==> config.mk <==
export PLATFORM = sky130hd
export DESIGN_NAME = twpc_cell_flat
export DESIGN_NICKNAME = d
export VERILOG_FILES = /design/src/sv/twpc_pkg.sv /design/src/sv/twpc_ifs.sv /design/src/sv/twpc_divider.sv /design/src/sv/twpc_cell.sv /design/src/flat_wrapper.sv
export SDC_FILE = /design/constraint.sdc
export NUM_CORES = 2
export LEC_CHECK = 0
export BUFFER_PORTS_ARGS = -buffer_cell sky130_fd_sc_hd__buf_4
export CORE_AREA = 2 2 340 342
export CTS_CLUSTER_SIZE = 10
export DETAILED_ROUTE_END_ITERATION = 7
export DIE_AREA = 0 0 342 344
export PLACE_DENSITY = 0.52
export SLEW_MARGIN = 20
export SYNTH_ARGS = -nofsm -noshare
export SYNTH_HDL_FRONTEND = slang
export SYNTH_SLANG_ARGS = --single-unit
==> constraint.sdc <==
create_clock -name i_clk -period 10.1 [get_ports i_clk]
set_input_delay 0.505 -clock i_clk [delete_from_list [all_inputs] [get_ports i_clk]]
set_output_delay 0.505 -clock i_clk [all_outputs]
set_load 0.02 [all_outputs]
==> src/sv/twpc_pkg.sv <==
// Shared types and constants of the triangle window polygon clipper.
// No dependencies; imported by twpc_ifs, twpc_cell and the top level.
package twpc_pkg;

    localparam int CFG_IDX_BITS = 3;

    typedef enum logic [CFG_IDX_BITS-1:0] {
        CFG_WIN_AX = 3'd0,
        CFG_WIN_AY = 3'd1,
        CFG_WIN_BX = 3'd2,
        CFG_WIN_BY = 3'd3,
        CFG_WIN_CX = 3'd4,
        CFG_WIN_CY = 3'd5
    } t_cfg_idx;

    typedef enum logic [10:0] {
        S_IDLE   = 11'b00000000001,
        S_D1     = 11'b00000000010,
        S_D2     = 11'b00000000100,
        S_SETUP  = 11'b00000001000,
        S_DSTART = 11'b00000010000,
        S_DIV    = 11'b00000100000,
        S_RND    = 11'b00001000000,
        S_EMITC  = 11'b00010000000,
        S_EMITQ  = 11'b00100000000,
        S_NEXT   = 11'b01000000000,
        S_FIN    = 11'b10000000000
    } t_cell_state;

endpackage

==> src/sv/twpc_ifs.sv <==


interface twpc_item_if #(parameter int W = 12);
    logic                valid;
    logic                ready;
    logic signed [W-1:0] out_x;
    logic signed [W-1:0] out_y;
    logic                is_vertex;
    logic                out_last;
    modport source (output valid, out_x, out_y, is_vertex, out_last, input ready);
    modport sink   (input valid, out_x, out_y, is_vertex, out_last, output ready);
endinterface


==> src/sv/twpc_divider.sv <==
// Bit-serial scaled divider: computes k*u/dm and its remainder, one bit of k a cycle.
// Standalone; used by twpc_cell.
module twpc_divider #(
    parameter int W = 12
) (
    input  logic           i_clk,
    input  logic           i_rst_n,
    input  logic           i_start,
    input  logic [W-1:0]   i_k,
    input  logic [2*W+3:0] i_u,
    input  logic [2*W+3:0] i_dm,
    output logic           o_done,
    output logic [W-1:0]   o_qt,
    output logic [2*W+3:0] o_rem
);
    localparam int DW = 2*W+4;
    localparam int CW = $clog2(W);

    logic          r_busy;
    logic          r_done;
    logic [CW-1:0] r_cnt;
    logic [W-1:0]  r_k;
    logic [W-1:0]  r_qt;
    logic [DW-1:0] r_rem;
    logic [DW:0]   w_r;
    logic [W-1:0]  w_q;

    always_comb begin
        w_r = {r_rem, 1'b0};
        w_q = {r_qt[W-2:0], 1'b0};
        if (w_r >= {1'b0, i_dm}) begin
            w_r = w_r - {1'b0, i_dm};
            w_q = w_q + 1'b1;
        end
        if (r_k[r_cnt]) begin
            w_r = w_r + {1'b0, i_u};
            if (w_r >= {1'b0, i_dm}) begin
                w_r = w_r - {1'b0, i_dm};
                w_q = w_q + 1'b1;
            end
        end
    end

    always_ff @(posedge i_clk) begin
        if (!i_rst_n) begin
            r_busy <= 1'b0;
            r_done <= 1'b0;
        end else begin
            r_done <= 1'b0;
            if (i_start) begin
                r_busy <= 1'b1;
                r_cnt  <= CW'(W-1);
                r_k    <= i_k;
                r_qt   <= '0;
                r_rem  <= '0;
            end else if (r_busy) begin
                r_qt  <= w_q;
                r_rem <= w_r[DW-1:0];
                if (r_cnt == '0) begin
                    r_busy <= 1'b0;
                    r_done <= 1'b1;
                end else begin
                    r_cnt <= r_cnt - 1'b1;
                end
            end
        end
    end

    assign o_done = r_done;
    assign o_qt   = r_qt;
    assign o_rem  = r_rem;
endmodule

==> src/sv/twpc_cell.sv <==
// One clipping cell: clips the item stream against a single window edge.
// Depends on twpc_pkg, twpc_ifs and twpc_divider.
module twpc_cell import twpc_pkg::*; #(
    parameter int W = 12
) (
    input  logic                i_clk,
    input  logic                i_rst_n,
    input  logic signed [W-1:0] i_ax,
    input  logic signed [W-1:0] i_ay,
    input  logic signed [W-1:0] i_bx,
    input  logic signed [W-1:0] i_by,
    twpc_item_if.sink           i_in,
    twpc_item_if.source         o_out
);
    localparam int FW = 2*W+3;
    localparam int DW = 2*W+4;
    localparam logic signed [W+1:0] ONE = 1;

    t_cell_state n_state, r_state;

    logic signed [W-1:0] r_first_x, r_first_y, r_prev_x, r_prev_y, r_pend_x, r_pend_y;
    logic signed [W-1:0] r_px, r_py, r_qx, r_qy, r_cx, r_cy, r_bp;
    logic                r_have_first, r_emitted, r_l, r_closing, r_in2, r_axis_y, r_s;
    logic signed [FW-1:0] r_d1, r_d2;
    logic [DW-1:0]       r_u, r_dm;
    logic                r_ovalid, r_ov, r_ol;
    logic signed [W-1:0] r_ox, r_oy;

    logic signed [W-1:0]   w_sx, w_sy, w_pp, w_qq, w_res;
    logic signed [W:0]     w_ex, w_ey, w_eab, w_eba, w_dif;
    logic signed [2*W+1:0] w_p1, w_p2;
    logic signed [FW-1:0]  w_fn;
    logic signed [DW-1:0]  w_den;
    logic [DW-1:0]         w_u, w_dm, w_rem;
    logic [W-1:0]          w_k, w_qt;
    logic                  w_in1, w_in2, w_out_free, w_emit_ok, w_div_done, w_load;
    logic signed [W+1:0]   w_qext, w_base, w_rnd;
    logic [DW:0]           w_tw;
    logic                  w_gt, w_eq;

    assign w_sx  = (r_state == S_D2) ? r_qx : r_px;
    assign w_sy  = (r_state == S_D2) ? r_qy : r_py;
    assign w_ex  = (W+1)'(w_sx) - (W+1)'(i_ax);
    assign w_ey  = (W+1)'(w_sy) - (W+1)'(i_ay);
    assign w_eab = (W+1)'(i_ay) - (W+1)'(i_by);
    assign w_eba = (W+1)'(i_bx) - (W+1)'(i_ax);
    assign w_p1  = w_ex * w_eab;
    assign w_p2  = w_ey * w_eba;
    assign w_fn  = FW'(w_p1) + FW'(w_p2);

    assign w_in1 = r_d1[FW-1] || (r_d1 == '0);
    assign w_in2 = r_d2[FW-1] || (r_d2 == '0);
    assign w_den = DW'(r_d1) - DW'(r_d2);
    assign w_u   = DW'(r_d1[FW-1] ? -r_d1 : r_d1);
    assign w_dm  = w_den[DW-1] ? -w_den : w_den;

    assign w_pp  = r_axis_y ? r_py : r_px;
    assign w_qq  = r_axis_y ? r_qy : r_qx;
    assign w_dif = (W+1)'(w_qq) - (W+1)'(w_pp);
    assign w_k   = W'(w_dif[W] ? -w_dif : w_dif);

    twpc_divider #(.W(W)) u_div (
        .i_clk   (i_clk),
        .i_rst_n (i_rst_n),
        .i_start (r_state == S_DSTART),
        .i_k     (w_k),
        .i_u     (r_u),
        .i_dm    (r_dm),
        .o_done  (w_div_done),
        .o_qt    (w_qt),
        .o_rem   (w_rem)
    );

    assign w_qext = (W+2)'($signed({1'b0, w_qt}));
    assign w_base = (W+2)'(r_bp) + (r_s ? -w_qext : w_qext);
    assign w_tw   = {w_rem, 1'b0};
    assign w_gt   = w_tw > {1'b0, r_dm};
    assign w_eq   = w_tw == {1'b0, r_dm};

    always_comb begin
        w_rnd = w_base;
        if (w_gt) begin
            w_rnd = r_s ? w_base - ONE : w_base + ONE;
        end else if (w_eq) begin
            if (!r_s) begin
                w_rnd = w_base[W+1] ? w_base : w_base + ONE;
            end else begin
                w_rnd = (!w_base[W+1] && w_base != '0) ? w_base : w_base - ONE;
            end
        end
    end
    assign w_res = w_rnd[W-1:0];

    assign w_out_free = !r_ovalid || o_out.ready;
    assign w_emit_ok  = !r_emitted || w_out_free;
    assign w_load     = ((r_state inside {S_EMITC, S_EMITQ}) && w_emit_ok && r_emitted) ||
                        (r_state == S_FIN && w_out_free);

    always_comb begin
        n_state = r_state;
        case (r_state)
            S_IDLE: begin
                if (i_in.valid) begin
                    if (i_in.is_vertex) begin
                        n_state = (r_have_first || i_in.out_last) ? S_D1 : S_IDLE;
                    end else if (i_in.out_last) begin
                        n_state = r_have_first ? S_D1 : S_FIN;
                    end
                end
            end
            S_D1:     n_state = S_D2;
            S_D2:     n_state = S_SETUP;
            S_SETUP: begin
                if (w_in1 != w_in2) n_state = S_DSTART;
                else if (w_in2)     n_state = S_EMITQ;
                else                n_state = S_NEXT;
            end
            S_DSTART: n_state = S_DIV;
            S_DIV:    n_state = w_div_done ? S_RND : S_DIV;
            S_RND:    n_state = r_axis_y ? S_EMITC : S_DSTART;
            S_EMITC: begin
                if (w_emit_ok) n_state = r_in2 ? S_EMITQ : S_NEXT;
            end
            S_EMITQ: begin
                if (w_emit_ok) n_state = S_NEXT;
            end
            S_NEXT: begin
                if (!r_closing && r_l) n_state = S_D1;
                else if (r_closing)    n_state = S_FIN;
                else                   n_state = S_IDLE;
            end
            S_FIN: begin
                if (w_out_free) n_state = S_IDLE;
            end
            default:  n_state = S_IDLE;
        endcase
    end

    always_ff @(posedge i_clk) begin
        if (!i_rst_n) begin
            r_state      <= S_IDLE;
            r_have_first <= 1'b0;
            r_emitted    <= 1'b0;
            r_ovalid     <= 1'b0;
        end else begin
            r_state <= n_state;
            if (w_load) begin
                r_ovalid <= 1'b1;
            end else if (r_ovalid && o_out.ready) begin
                r_ovalid <= 1'b0;
            end
            case (r_state)
                S_IDLE: begin
                    if (i_in.valid) begin
                        r_l <= i_in.out_last;
                        if (i_in.is_vertex) begin
                            r_prev_x <= i_in.out_x;
                            r_prev_y <= i_in.out_y;
                            r_qx     <= i_in.out_x;
                            r_qy     <= i_in.out_y;
                            if (r_have_first) begin
                                r_px      <= r_prev_x;
                                r_py      <= r_prev_y;
                                r_closing <= 1'b0;
                            end else begin
                                r_first_x    <= i_in.out_x;
                                r_first_y    <= i_in.out_y;
                                r_have_first <= 1'b1;
                                r_px         <= i_in.out_x;
                                r_py         <= i_in.out_y;
                                r_closing    <= 1'b1;
                            end
                        end else begin
                            r_px      <= r_prev_x;
                            r_py      <= r_prev_y;
                            r_qx      <= r_first_x;
                            r_qy      <= r_first_y;
                            r_closing <= 1'b1;
                        end
                    end
                end
                S_D1: r_d1 <= w_fn;
                S_D2: r_d2 <= w_fn;
                S_SETUP: begin
                    r_in2    <= w_in2;
                    r_u      <= w_u;
                    r_dm     <= w_dm;
                    r_axis_y <= 1'b0;
                end
                S_DSTART: begin
                    r_s  <= w_dif[W];
                    r_bp <= w_pp;
                end
                S_RND: begin
                    if (r_axis_y) begin
                        r_cy <= w_res;
                    end else begin
                        r_cx <= w_res;
                    end
                    r_axis_y <= 1'b1;
                end
                S_EMITC, S_EMITQ: begin
                    if (w_emit_ok) begin
                        if (r_emitted) begin
                            r_ox     <= r_pend_x;
                            r_oy     <= r_pend_y;
                            r_ov     <= 1'b1;
                            r_ol     <= 1'b0;
                        end
                        r_pend_x  <= (r_state == S_EMITC) ? r_cx : r_qx;
                        r_pend_y  <= (r_state == S_EMITC) ? r_cy : r_qy;
                        r_emitted <= 1'b1;
                    end
                end
                S_NEXT: begin
                    if (!r_closing && r_l) begin
                        r_px      <= r_prev_x;
                        r_py      <= r_prev_y;
                        r_qx      <= r_first_x;
                        r_qy      <= r_first_y;
                        r_closing <= 1'b1;
                    end
                end
                S_FIN: begin
                    if (w_out_free) begin
                        r_ox         <= r_emitted ? r_pend_x : '0;
                        r_oy         <= r_emitted ? r_pend_y : '0;
                        r_ov         <= r_emitted;
                        r_ol         <= 1'b1;
                        r_emitted    <= 1'b0;
                        r_have_first <= 1'b0;
                    end
                end
                default: ;
            endcase
        end
    end

    assign i_in.ready      = (r_state == S_IDLE);
    assign o_out.valid     = r_ovalid;
    assign o_out.out_x     = r_ox;
    assign o_out.out_y     = r_oy;
    assign o_out.is_vertex = r_ov;
    assign o_out.out_last  = r_ol;

    a_div_done_in_div: assert property (@(posedge i_clk) disable iff (!i_rst_n)
        w_div_done |-> r_state == S_DIV) else $error("divider finished outside S_DIV");
    a_cross_sides: assert property (@(posedge i_clk) disable iff (!i_rst_n)
        r_state == S_DSTART |-> w_in1 != w_in2) else $error("crossing without side change");
    a_empty_is_last: assert property (@(posedge i_clk) disable iff (!i_rst_n)
        r_ovalid && !r_ov |-> r_ol) else $error("empty word not marked last");
    a_fin_clears: assert property (@(posedge i_clk) disable iff (!i_rst_n)
        r_state == S_FIN && w_out_free |=> !r_emitted && !r_have_first)
        else $error("polygon state not cleared after close");
endmodule

==> src/flat_wrapper.sv <==
// flat-port wrapper written by rule: the top's interface ports become plain ports
module twpc_cell_flat import twpc_pkg::*;
#(
    parameter int W = 12
)
  (i_clk, i_rst_n, i_ax, i_ay, i_bx, i_by, i_in_valid, i_in_out_x, i_in_out_y, i_in_is_vertex, i_in_out_last, i_in_ready, o_out_valid, o_out_out_x, o_out_out_y, o_out_is_vertex, o_out_out_last, o_out_ready);
  twpc_item_if #(.W(W)) i_in_i ();
  twpc_item_if #(.W(W)) o_out_i ();
  input  logic i_clk;
  input  logic i_rst_n;
  input  logic signed [W-1:0] i_ax;
  input  logic signed [W-1:0] i_ay;
  input  logic signed [W-1:0] i_bx;
  input  logic signed [W-1:0] i_by;
  input wire logic [$bits(i_in_i.valid)-1:0] i_in_valid;
  input wire logic [$bits(i_in_i.out_x)-1:0] i_in_out_x;
  input wire logic [$bits(i_in_i.out_y)-1:0] i_in_out_y;
  input wire logic [$bits(i_in_i.is_vertex)-1:0] i_in_is_vertex;
  input wire logic [$bits(i_in_i.out_last)-1:0] i_in_out_last;
  output wire logic [$bits(i_in_i.ready)-1:0] i_in_ready;
  output wire logic [$bits(o_out_i.valid)-1:0] o_out_valid;
  output wire logic [$bits(o_out_i.out_x)-1:0] o_out_out_x;
  output wire logic [$bits(o_out_i.out_y)-1:0] o_out_out_y;
  output wire logic [$bits(o_out_i.is_vertex)-1:0] o_out_is_vertex;
  output wire logic [$bits(o_out_i.out_last)-1:0] o_out_out_last;
  input wire logic [$bits(o_out_i.ready)-1:0] o_out_ready;
  assign i_in_i.valid = i_in_valid;
  assign i_in_i.out_x = i_in_out_x;
  assign i_in_i.out_y = i_in_out_y;
  assign i_in_i.is_vertex = i_in_is_vertex;
  assign i_in_i.out_last = i_in_out_last;
  assign i_in_ready = i_in_i.ready;
  assign o_out_valid = o_out_i.valid;
  assign o_out_out_x = o_out_i.out_x;
  assign o_out_out_y = o_out_i.out_y;
  assign o_out_is_vertex = o_out_i.is_vertex;
  assign o_out_out_last = o_out_i.out_last;
  assign o_out_i.ready = o_out_ready;
  twpc_cell #(.W(W)) u_core (.i_clk(i_clk), .i_rst_n(i_rst_n), .i_ax(i_ax), .i_ay(i_ay), .i_bx(i_bx), .i_by(i_by), .i_in(i_in_i), .o_out(o_out_i));
endmodule
# Yosys cells after proc, flatten, opt, wreduce, memory -nomap -nowiden
# Cells that the tools add are included.
word_totals:
  ff_bits: 369
  out_inout_bits: 28
  word_cells: 236
op_classes:
  n_addsub: 20
  multipliers: 2
  magnitude_cmp: 4
  n_eq_ne: 23
  n_mux: 98
  bitwise_logic: 4
  reduce_logical: 47
op_table:
  columns: ["op", "count"]
  rows:
  - ["$mux 12", 39]
  - ["$pmux 12 s2", 6]
  - ["$pmux 11 s11", 1]
  - ["$mux 11", 10]
  - ["$mux 28", 3]
  - ["$sub 12x12->13", 5]
  - ["$ge 29x28->1", 2]
  - ["$logic_not 27->1", 2]
  - ["$mul 13x13->26", 2]
  - ["$add 29x28->29", 1]
  - ["$eq 29x28->1", 1]
  - ["$gt 29x28->1", 1]
  - ["$mux 29", 1]
  - ["$sub 29x28->29", 1]
  - ["$neg 27->28", 1]
  - ["$neg 28->28", 1]
  - ["$sub 27x27->28", 1]
  - ["$sub 28x28->28", 1]
  - ["$add 26x26->27", 1]
  - ["$mux 27", 1]
  - ["$mux 26", 1]
  - ["$add 12x1->12 const B", 2]
  - ["$mux 1", 21]
  - ["$mux 10", 2]
  - ["other kinds (42)", 91]

# Logic depth before layout (Yosys ltp)
logic_depth:
  depth_word: 9
  ltp_mapped: 45
  depth_no_buf: 44

# Modules after synthesis
# Synthesis repeated with hierarchy kept, for this count alone.
hier_totals:
  cells_unflattened: 4213
  area_unflattened_um2: 40421.3
by_module_without_submodules:
  columns: ["module", "instances", "cells_each", "area_each_um2", "seq_area_each_um2"]
  rows:
  - ["twpc_cell", 1, 3285, 32782.7, 9198.8]
  - ["twpc_divider", 1, 928, 7638.6, 1721.7]

# Worst setup path after synthesis
# OpenSTA, ideal clock, no wires.
synth_timing:
  path_type: "flip-flop to flip-flop"
  from: "register u_core.r_state[7]"
  to: "register u_core.r_d1[25] (data pin)"
  setup_ns: 0.269
  arrival_time_ns: 9.712
  required_ns: 9.831
  path_slack_ns: 0.119
  path_stages_with_launch: 40
  synth_period_minus_slack_ns: 9.981
  path_cell_list: "dfxtp_1 -> nor2_1 -> nand3_1 -> nor2_1 -> nand4b_1 -> clkbuf_1 -> mux2i_1 -> ha_1 -> fa_1 -> nor2b_1 -> o21ai_0 -> a21boi_0 -> o21ai_0 -> a21boi_0 -> o21ai_0 -> a21boi_0 -> o21a_1 -> nor2_1 -> (+4 left out) -> fa_1 -> fa_1 -> inv_1 -> fa_1 -> inv_1 -> fa_1 -> inv_1 -> fa_1 -> inv_1 -> ha_1 -> and2_1 -> a22o_1 -> a311oi_1 -> nor2b_1 -> o31a_1 -> a21boi_0 -> o21ai_0 -> xor2_1"
synth_via:
  elab_chain_len: 5
  elab_cells_between_ends: 8
  cone_classes: "3 x add/sub; 2 x mul; 1 x eq/ne; 2 x mux"
synth_lines:
  columns: ["item", "line", "text"]
  rows:
  - ["from (decl)", "twpc_cell.sv:19", "t_cell_state n_state, r_state;"]
  - ["from (signal assigned)", "twpc_cell.sv:146", "r_state <= n_state;"]
  - ["$eq 11x3->1 *", "twpc_cell.sv:41, twpc_cell.sv:42", null]
  - ["$mux 12 (on tied branches)", "twpc_cell.sv:41, twpc_cell.sv:42", null]
  - ["$sub 12x12->13 (on tied branches)", "twpc_cell.sv:43, twpc_cell.sv:44", null]
  - ["$mul 13x13->26 (on tied branches)", "twpc_cell.sv:47, twpc_cell.sv:48", null]
  - ["$add 26x26->27 *", "twpc_cell.sv:49", "assign w_fn = FW'(w_p1) + FW'(w_p2);"]
  - ["via u_core.w_fn[25]", "twpc_cell.sv:32", "logic signed [FW-1:0] w_fn;"]
  - ["to (signal assigned)", "twpc_cell.sv:182", "S_D1: r_d1 <= w_fn;"]
  - ["to (decl)", "twpc_cell.sv:24", "logic signed [FW-1:0] r_d1, r_d2;"]
# The timed path passes the listed nets; every way through them passes the cells marked *.
# A chain may end at the register's enable or synchronous reset.

# Worst setup path after layout
layout_timing:
  from: "register u_core.r_state[7]"
  to: "register u_core.r_d1[24] (data pin)"
# Same word-level chain as after synthesis.

==> impl_metrics.prom <==
# TYPE chip_impl_metric gauge
chip_impl_metric{name="holdBufCountCts",unit=""} 0
chip_impl_metric{name="yosys.cell_types.count",unit=""} 98
chip_impl_info{name="worstSetupPathType",value="flop to flop"} 1
chip_impl_metric{name="synth_top_area_share",unit="%"} 26.78
chip_impl_metric{name="timing_max_transition_violations_final",unit=""} 0
chip_impl_info{name="cts_tree",value="done"} 1
chip_impl_metric{name="dr.pass1.iters",unit=""} 6
chip_impl_metric{name="ctsHtreeMaxLevel",unit=""} 2
chip_impl_metric{name="setup_tns",unit="ps"} 0
chip_impl_metric{name="route.detailed.vias_per_inst",unit=""} 5.060
chip_impl_metric{name="synth.cell_area",unit="µm²"} 39580
chip_impl_metric{name="io_buffer_count",unit=""} 105
chip_impl_metric{name="tightest_pin_transition",unit="ps"} 1070
chip_impl_metric{name="chipWidth",unit="µm"} 342
chip_impl_metric{name="yosysWarnings",unit=""} 0
chip_impl_metric{name="final_cell_count_no_fill",unit=""} 5737
chip_impl_info{name="outcome",value="complete, no violations"} 1
chip_impl_metric{name="maxCapViolations",unit=""} 0
chip_impl_metric{name="num_vias",unit=""} 29030
chip_impl_metric{name="final.setup_skew",unit="ps"} 46.01
chip_impl_metric{name="fraction_of_final_layout_cells_with_drive_strength_greater_than_1",unit="%"} 11.43
chip_impl_info{name="critPathMostFrequentCell",value="sky130_fd_sc_hd__fa_1"} 1
chip_impl_metric{name="initial_standard_cell_utilization_of_the_core",unit="%"} 34.76
chip_impl_info{name="worstSetupEndpointType",value="flop"} 1
chip_impl_metric{name="cts.path.max_buffers",unit=""} 3
chip_impl_metric{name="netlist_instances",unit=""} 4048
chip_impl_info{name="synth.top_cells.by_area",value="sky130_fd_sc_hd__edfxtp_1 (27%), sky130_fd_sc_hd__fa_1 (19%), sky130_fd_sc_hd__ha_1 (10%)"} 1
chip_impl_metric{name="core.rowCount",unit=""} 124
chip_impl_metric{name="finalSetupViolations",unit=""} 0
chip_impl_metric{name="finalHoldWorstSlack",unit="ps"} 121.4
chip_impl_metric{name="gp_routability_congestion",unit=""} 0.8780
chip_impl_metric{name="finalInstanceArea",unit="µm²"} 44320
chip_impl_metric{name="postPlaceCellArea",unit="µm²"} 42610
chip_impl_metric{name="critPathBufInv",unit=""} 6
chip_impl_metric{name="syn2layout_area_growth",unit="%"} 11.97
chip_impl_metric{name="achievable-frequency",unit="MHz"} 101.8
chip_impl_info{name="clock-root-buffer",value="sky130_fd_sc_hd__clkbuf_16"} 1
chip_impl_metric{name="remaining_drc_errors",unit=""} 0
chip_impl_metric{name="grt_antenna_before_repair",unit=""} 0
chip_impl_metric{name="clk-insertion-delay-late",unit="ps"} 610
chip_impl_metric{name="die_height",unit="µm"} 344
chip_impl_metric{name="synth-seq-area-share",unit="%"} 27.59
chip_impl_metric{name="drt_first_iter_violations",unit=""} 1818
chip_impl_metric{name="first_pass_grt_wire_length",unit="µm"} 172000
chip_impl_info{name="critPathLaunchType",value="flop"} 1
chip_impl_metric{name="design.die.area",unit="µm²"} 117600
chip_impl_metric{name="antenna_left",unit=""} 0
chip_impl_info{name="yosys.area.top_type",value="sky130_fd_sc_hd__edfxtp_1"} 1
chip_impl_metric{name="n_antenna_cell",unit=""} 0
chip_impl_info{name="critical-path-top-delay-family",value="adder cells"} 1
chip_impl_metric{name="post-dp-hpwl",unit="µm"} 92760
chip_impl_metric{name="worstPathArrival",unit="ps"} 10130
chip_impl_metric{name="synth_area_per_cell",unit="µm²"} 9.777
chip_impl_metric{name="grtUsageTotal",unit="%"} 19.03
chip_impl_metric{name="placed_cells_incl_taps",unit=""} 5646
chip_impl_metric{name="critical_path_max_stage_delay",unit="ps"} 570
chip_impl_metric{name="grt.overflow.total",unit=""} 0
chip_impl_metric{name="placeableCoreArea",unit="µm²"} 113900
chip_impl_metric{name="relSlewSlack",unit="%"} 28.46
chip_impl_metric{name="detail_route.wl_per_cell",unit="µm"} 19.69
chip_impl_info{name="hp-class",value="input pin to flop"} 1
chip_impl_metric{name="syn-num-nets",unit=""} 4828
chip_impl_metric{name="clk_pin_slew",unit="ps"} 60
chip_impl_metric{name="maximum_number_of_pins_on_one_net_before_global_route_repair",unit=""} 58
chip_impl_metric{name="synth_enable_flop_cells",unit=""} 353
chip_impl_metric{name="part_of_the_cycle_the_worst_path_needs",unit="%"} 97.24
chip_impl_metric{name="worst_ep_required_time",unit="ps"} 10410
chip_impl_info{name="critical-path-slowest-cell",value="sky130_fd_sc_hd__fa_1"} 1
chip_impl_metric{name="final_nets",unit=""} 4972
chip_impl_metric{name="first_global_vias",unit=""} 29290
chip_impl_metric{name="top_level_ports",unit=""} 106
chip_impl_metric{name="tritoncts_num_sinks",unit=""} 369
chip_impl_metric{name="worstPathMaxFanout",unit=""} 7
chip_impl_metric{name="route.final.wire_length",unit="µm"} 113000
chip_impl_metric{name="fraction_of_registers_with_async_set_reset",unit="%"} 0
chip_impl_info{name="synth-main-ff-cell",value="sky130_fd_sc_hd__edfxtp_1"} 1
chip_impl_metric{name="fin_crit",unit="ps"} 9821
chip_impl_metric{name="hold_viol_final",unit=""} 0
chip_impl_metric{name="total_of_flip_flops_plus_latches_after_synthesis",unit=""} 369
chip_impl_metric{name="cts_inserted_buffers",unit=""} 46
[cells in the mapped netlist, types with 6 or more instances]
cell and number:
sky130_fd_sc_hd__o2bb2ai_1 11, sky130_fd_sc_hd__nand2b_1 78, sky130_fd_sc_hd__and2_1 42, sky130_fd_sc_hd__xnor2_1 217, sky130_fd_sc_hd__nand3_1 55, sky130_fd_sc_hd__clkbuf_1 102, sky130_fd_sc_hd__fa_1 383, sky130_fd_sc_hd__o21ai_0 152
sky130_fd_sc_hd__dfxtp_1 16, sky130_fd_sc_hd__nor3b_1 7, sky130_fd_sc_hd__a21o_1 83, sky130_fd_sc_hd__a211o_1 6, sky130_fd_sc_hd__o21ai_1 7, sky130_fd_sc_hd__or3_1 31, sky130_fd_sc_hd__a21oi_1 181, sky130_fd_sc_hd__nor2b_1 80
sky130_fd_sc_hd__inv_1 631, sky130_fd_sc_hd__a211oi_1 16, sky130_fd_sc_hd__or2_2 26, sky130_fd_sc_hd__o211ai_1 16, sky130_fd_sc_hd__and3_1 17, sky130_fd_sc_hd__or4_1 14, sky130_fd_sc_hd__and4_1 6, sky130_fd_sc_hd__o21bai_1 37
sky130_fd_sc_hd__o311ai_0 6, sky130_fd_sc_hd__o21a_1 25, sky130_fd_sc_hd__edfxtp_1 353, sky130_fd_sc_hd__nand4_1 35, sky130_fd_sc_hd__a21boi_0 18, sky130_fd_sc_hd__o41ai_1 8, sky130_fd_sc_hd__xor2_1 76, sky130_fd_sc_hd__ha_1 319
sky130_fd_sc_hd__nand2_1 258, sky130_fd_sc_hd__nor3_1 58, sky130_fd_sc_hd__nor4_1 17, sky130_fd_sc_hd__o31ai_1 21, sky130_fd_sc_hd__mux2_2 111, sky130_fd_sc_hd__mux2i_1 37, sky130_fd_sc_hd__nor2_1 328, sky130_fd_sc_hd__a31oi_1 28
sky130_fd_sc_hd__o22ai_1 11
[cells in the final DEF, fill, tap and decap left out, types with 16 or more instances in the layout]
master	n
sky130_fd_sc_hd__a211oi_1	16
sky130_fd_sc_hd__a21o_1	83
sky130_fd_sc_hd__a21oi_1	176
sky130_fd_sc_hd__a31oi_1	27
sky130_fd_sc_hd__and2_1	40
sky130_fd_sc_hd__and3_1	17
sky130_fd_sc_hd__buf_4	208
sky130_fd_sc_hd__clkbuf_1	19
sky130_fd_sc_hd__clkbuf_16	46
sky130_fd_sc_hd__dfxtp_1	16
sky130_fd_sc_hd__edfxtp_1	353
sky130_fd_sc_hd__fa_1	381
sky130_fd_sc_hd__ha_1	319
sky130_fd_sc_hd__inv_1	631
sky130_fd_sc_hd__mux2_2	111
sky130_fd_sc_hd__mux2i_1	36
sky130_fd_sc_hd__nand2_1	258
sky130_fd_sc_hd__nand2b_1	78
sky130_fd_sc_hd__nand3_1	55
sky130_fd_sc_hd__nand4_1	35
sky130_fd_sc_hd__nor2_1	316
sky130_fd_sc_hd__nor2b_1	76
sky130_fd_sc_hd__nor3_1	58
sky130_fd_sc_hd__nor4_1	16
sky130_fd_sc_hd__o211ai_1	16
sky130_fd_sc_hd__o21a_1	25
sky130_fd_sc_hd__o21ai_0	143
sky130_fd_sc_hd__o21bai_1	37
sky130_fd_sc_hd__o31ai_1	21
sky130_fd_sc_hd__or2_2	26
sky130_fd_sc_hd__or3_1	31
sky130_fd_sc_hd__xnor2_1	213
sky130_fd_sc_hd__xor2_1	74
[kinds of logic (layout without fill, tap and decap cells)]
| logic type | after synthesis | count (layout) | synth area share [%] |
|---|---|---|---|
| XOR/XNOR | 296 | 296 | 6.607 |
| AO/OA/AOI/OAI | 692 | 692 | 11.43 |
| flip-flops | 369 | 369 | 27.59 |
| buffers and inverters | 750 | 927 | 7.176 |
| other | 1 | 1 | 0.009475 |
| adder cells (fa/ha/maj) | 702 | 702 | 29.46 |
| multiplexers | 151 | 151 | 4.265 |
| AND/OR/NAND/NOR | 1087 | 1087 | 13.46 |
[final cells by class]
class                   count  area [µm²]
multi-input cells        2929       26070
well taps                1512        1892
repair buffers            212        1619
flip-flops and latches    369       10920
clock buffers              67        1250
fillers                 11440       69560
clock inverters            14       187.7
inverters                 634        2380
[worst paths after layout]
kind                  startpoint                    to  slack (ps)  cells after the start
max reg2reg    u_core.r_state[7]       u_core.r_d1[24]         280                     40
min reg2reg  u_core.u_div.r_busy   u_core.u_div.o_done         460                      2
min               i_in_out_y[10]  u_core.r_first_y[10]         120                      1
max            u_core.r_state[7]       u_core.r_d1[24]         280                     40
[state kept, by name, indices dropped and copies added (netlist names), 27 cells and up]
register,count
u_core.u_div.o_rem,28
u_core.r_u,28
u_core.r_dm,28
u_core.r_d1,27
u_core.r_d2,27
[worst reg2reg max path: cells and delay by family (launching register included)]
family | cells | cell delay, ps
flops | 1 | 340
xor+xnor | 2 | 500
fa+ha+maj | 9 | 4250
buf+inv | 6 | 730
mux | 1 | 290
compound gates | 14 | 2490
simple gates | 8 | 950
[metrics by stage]
step	setup WS [ps]	util [%]
after global routing	-175.5	38.92
after global placement	-10.09	37.42
after floorplan	119.1	-
after CTS	26.05	38.70
after detailed placement	-84.37	37.42
final	278.9	38.92
[routing by layer]
layer | track usage, % | part of all wire (%)
met1 | 25.68 | 45
met2 | 32.76 | 49
met5 | 0 | 0
met3 | 1.598 | 3.4
met4 | 5.263 | 2.7
[repair_timing]
item	4_1_cts	5_1_grt
pin swaps	1	9
endpoints found under the setup margin	10	26
setup buffers	1	8
resized for setup	3	50
Power is left out: the tool's default activity adds up to more than one toggle a clock period on the data nets, which glitch-free logic cannot reach.
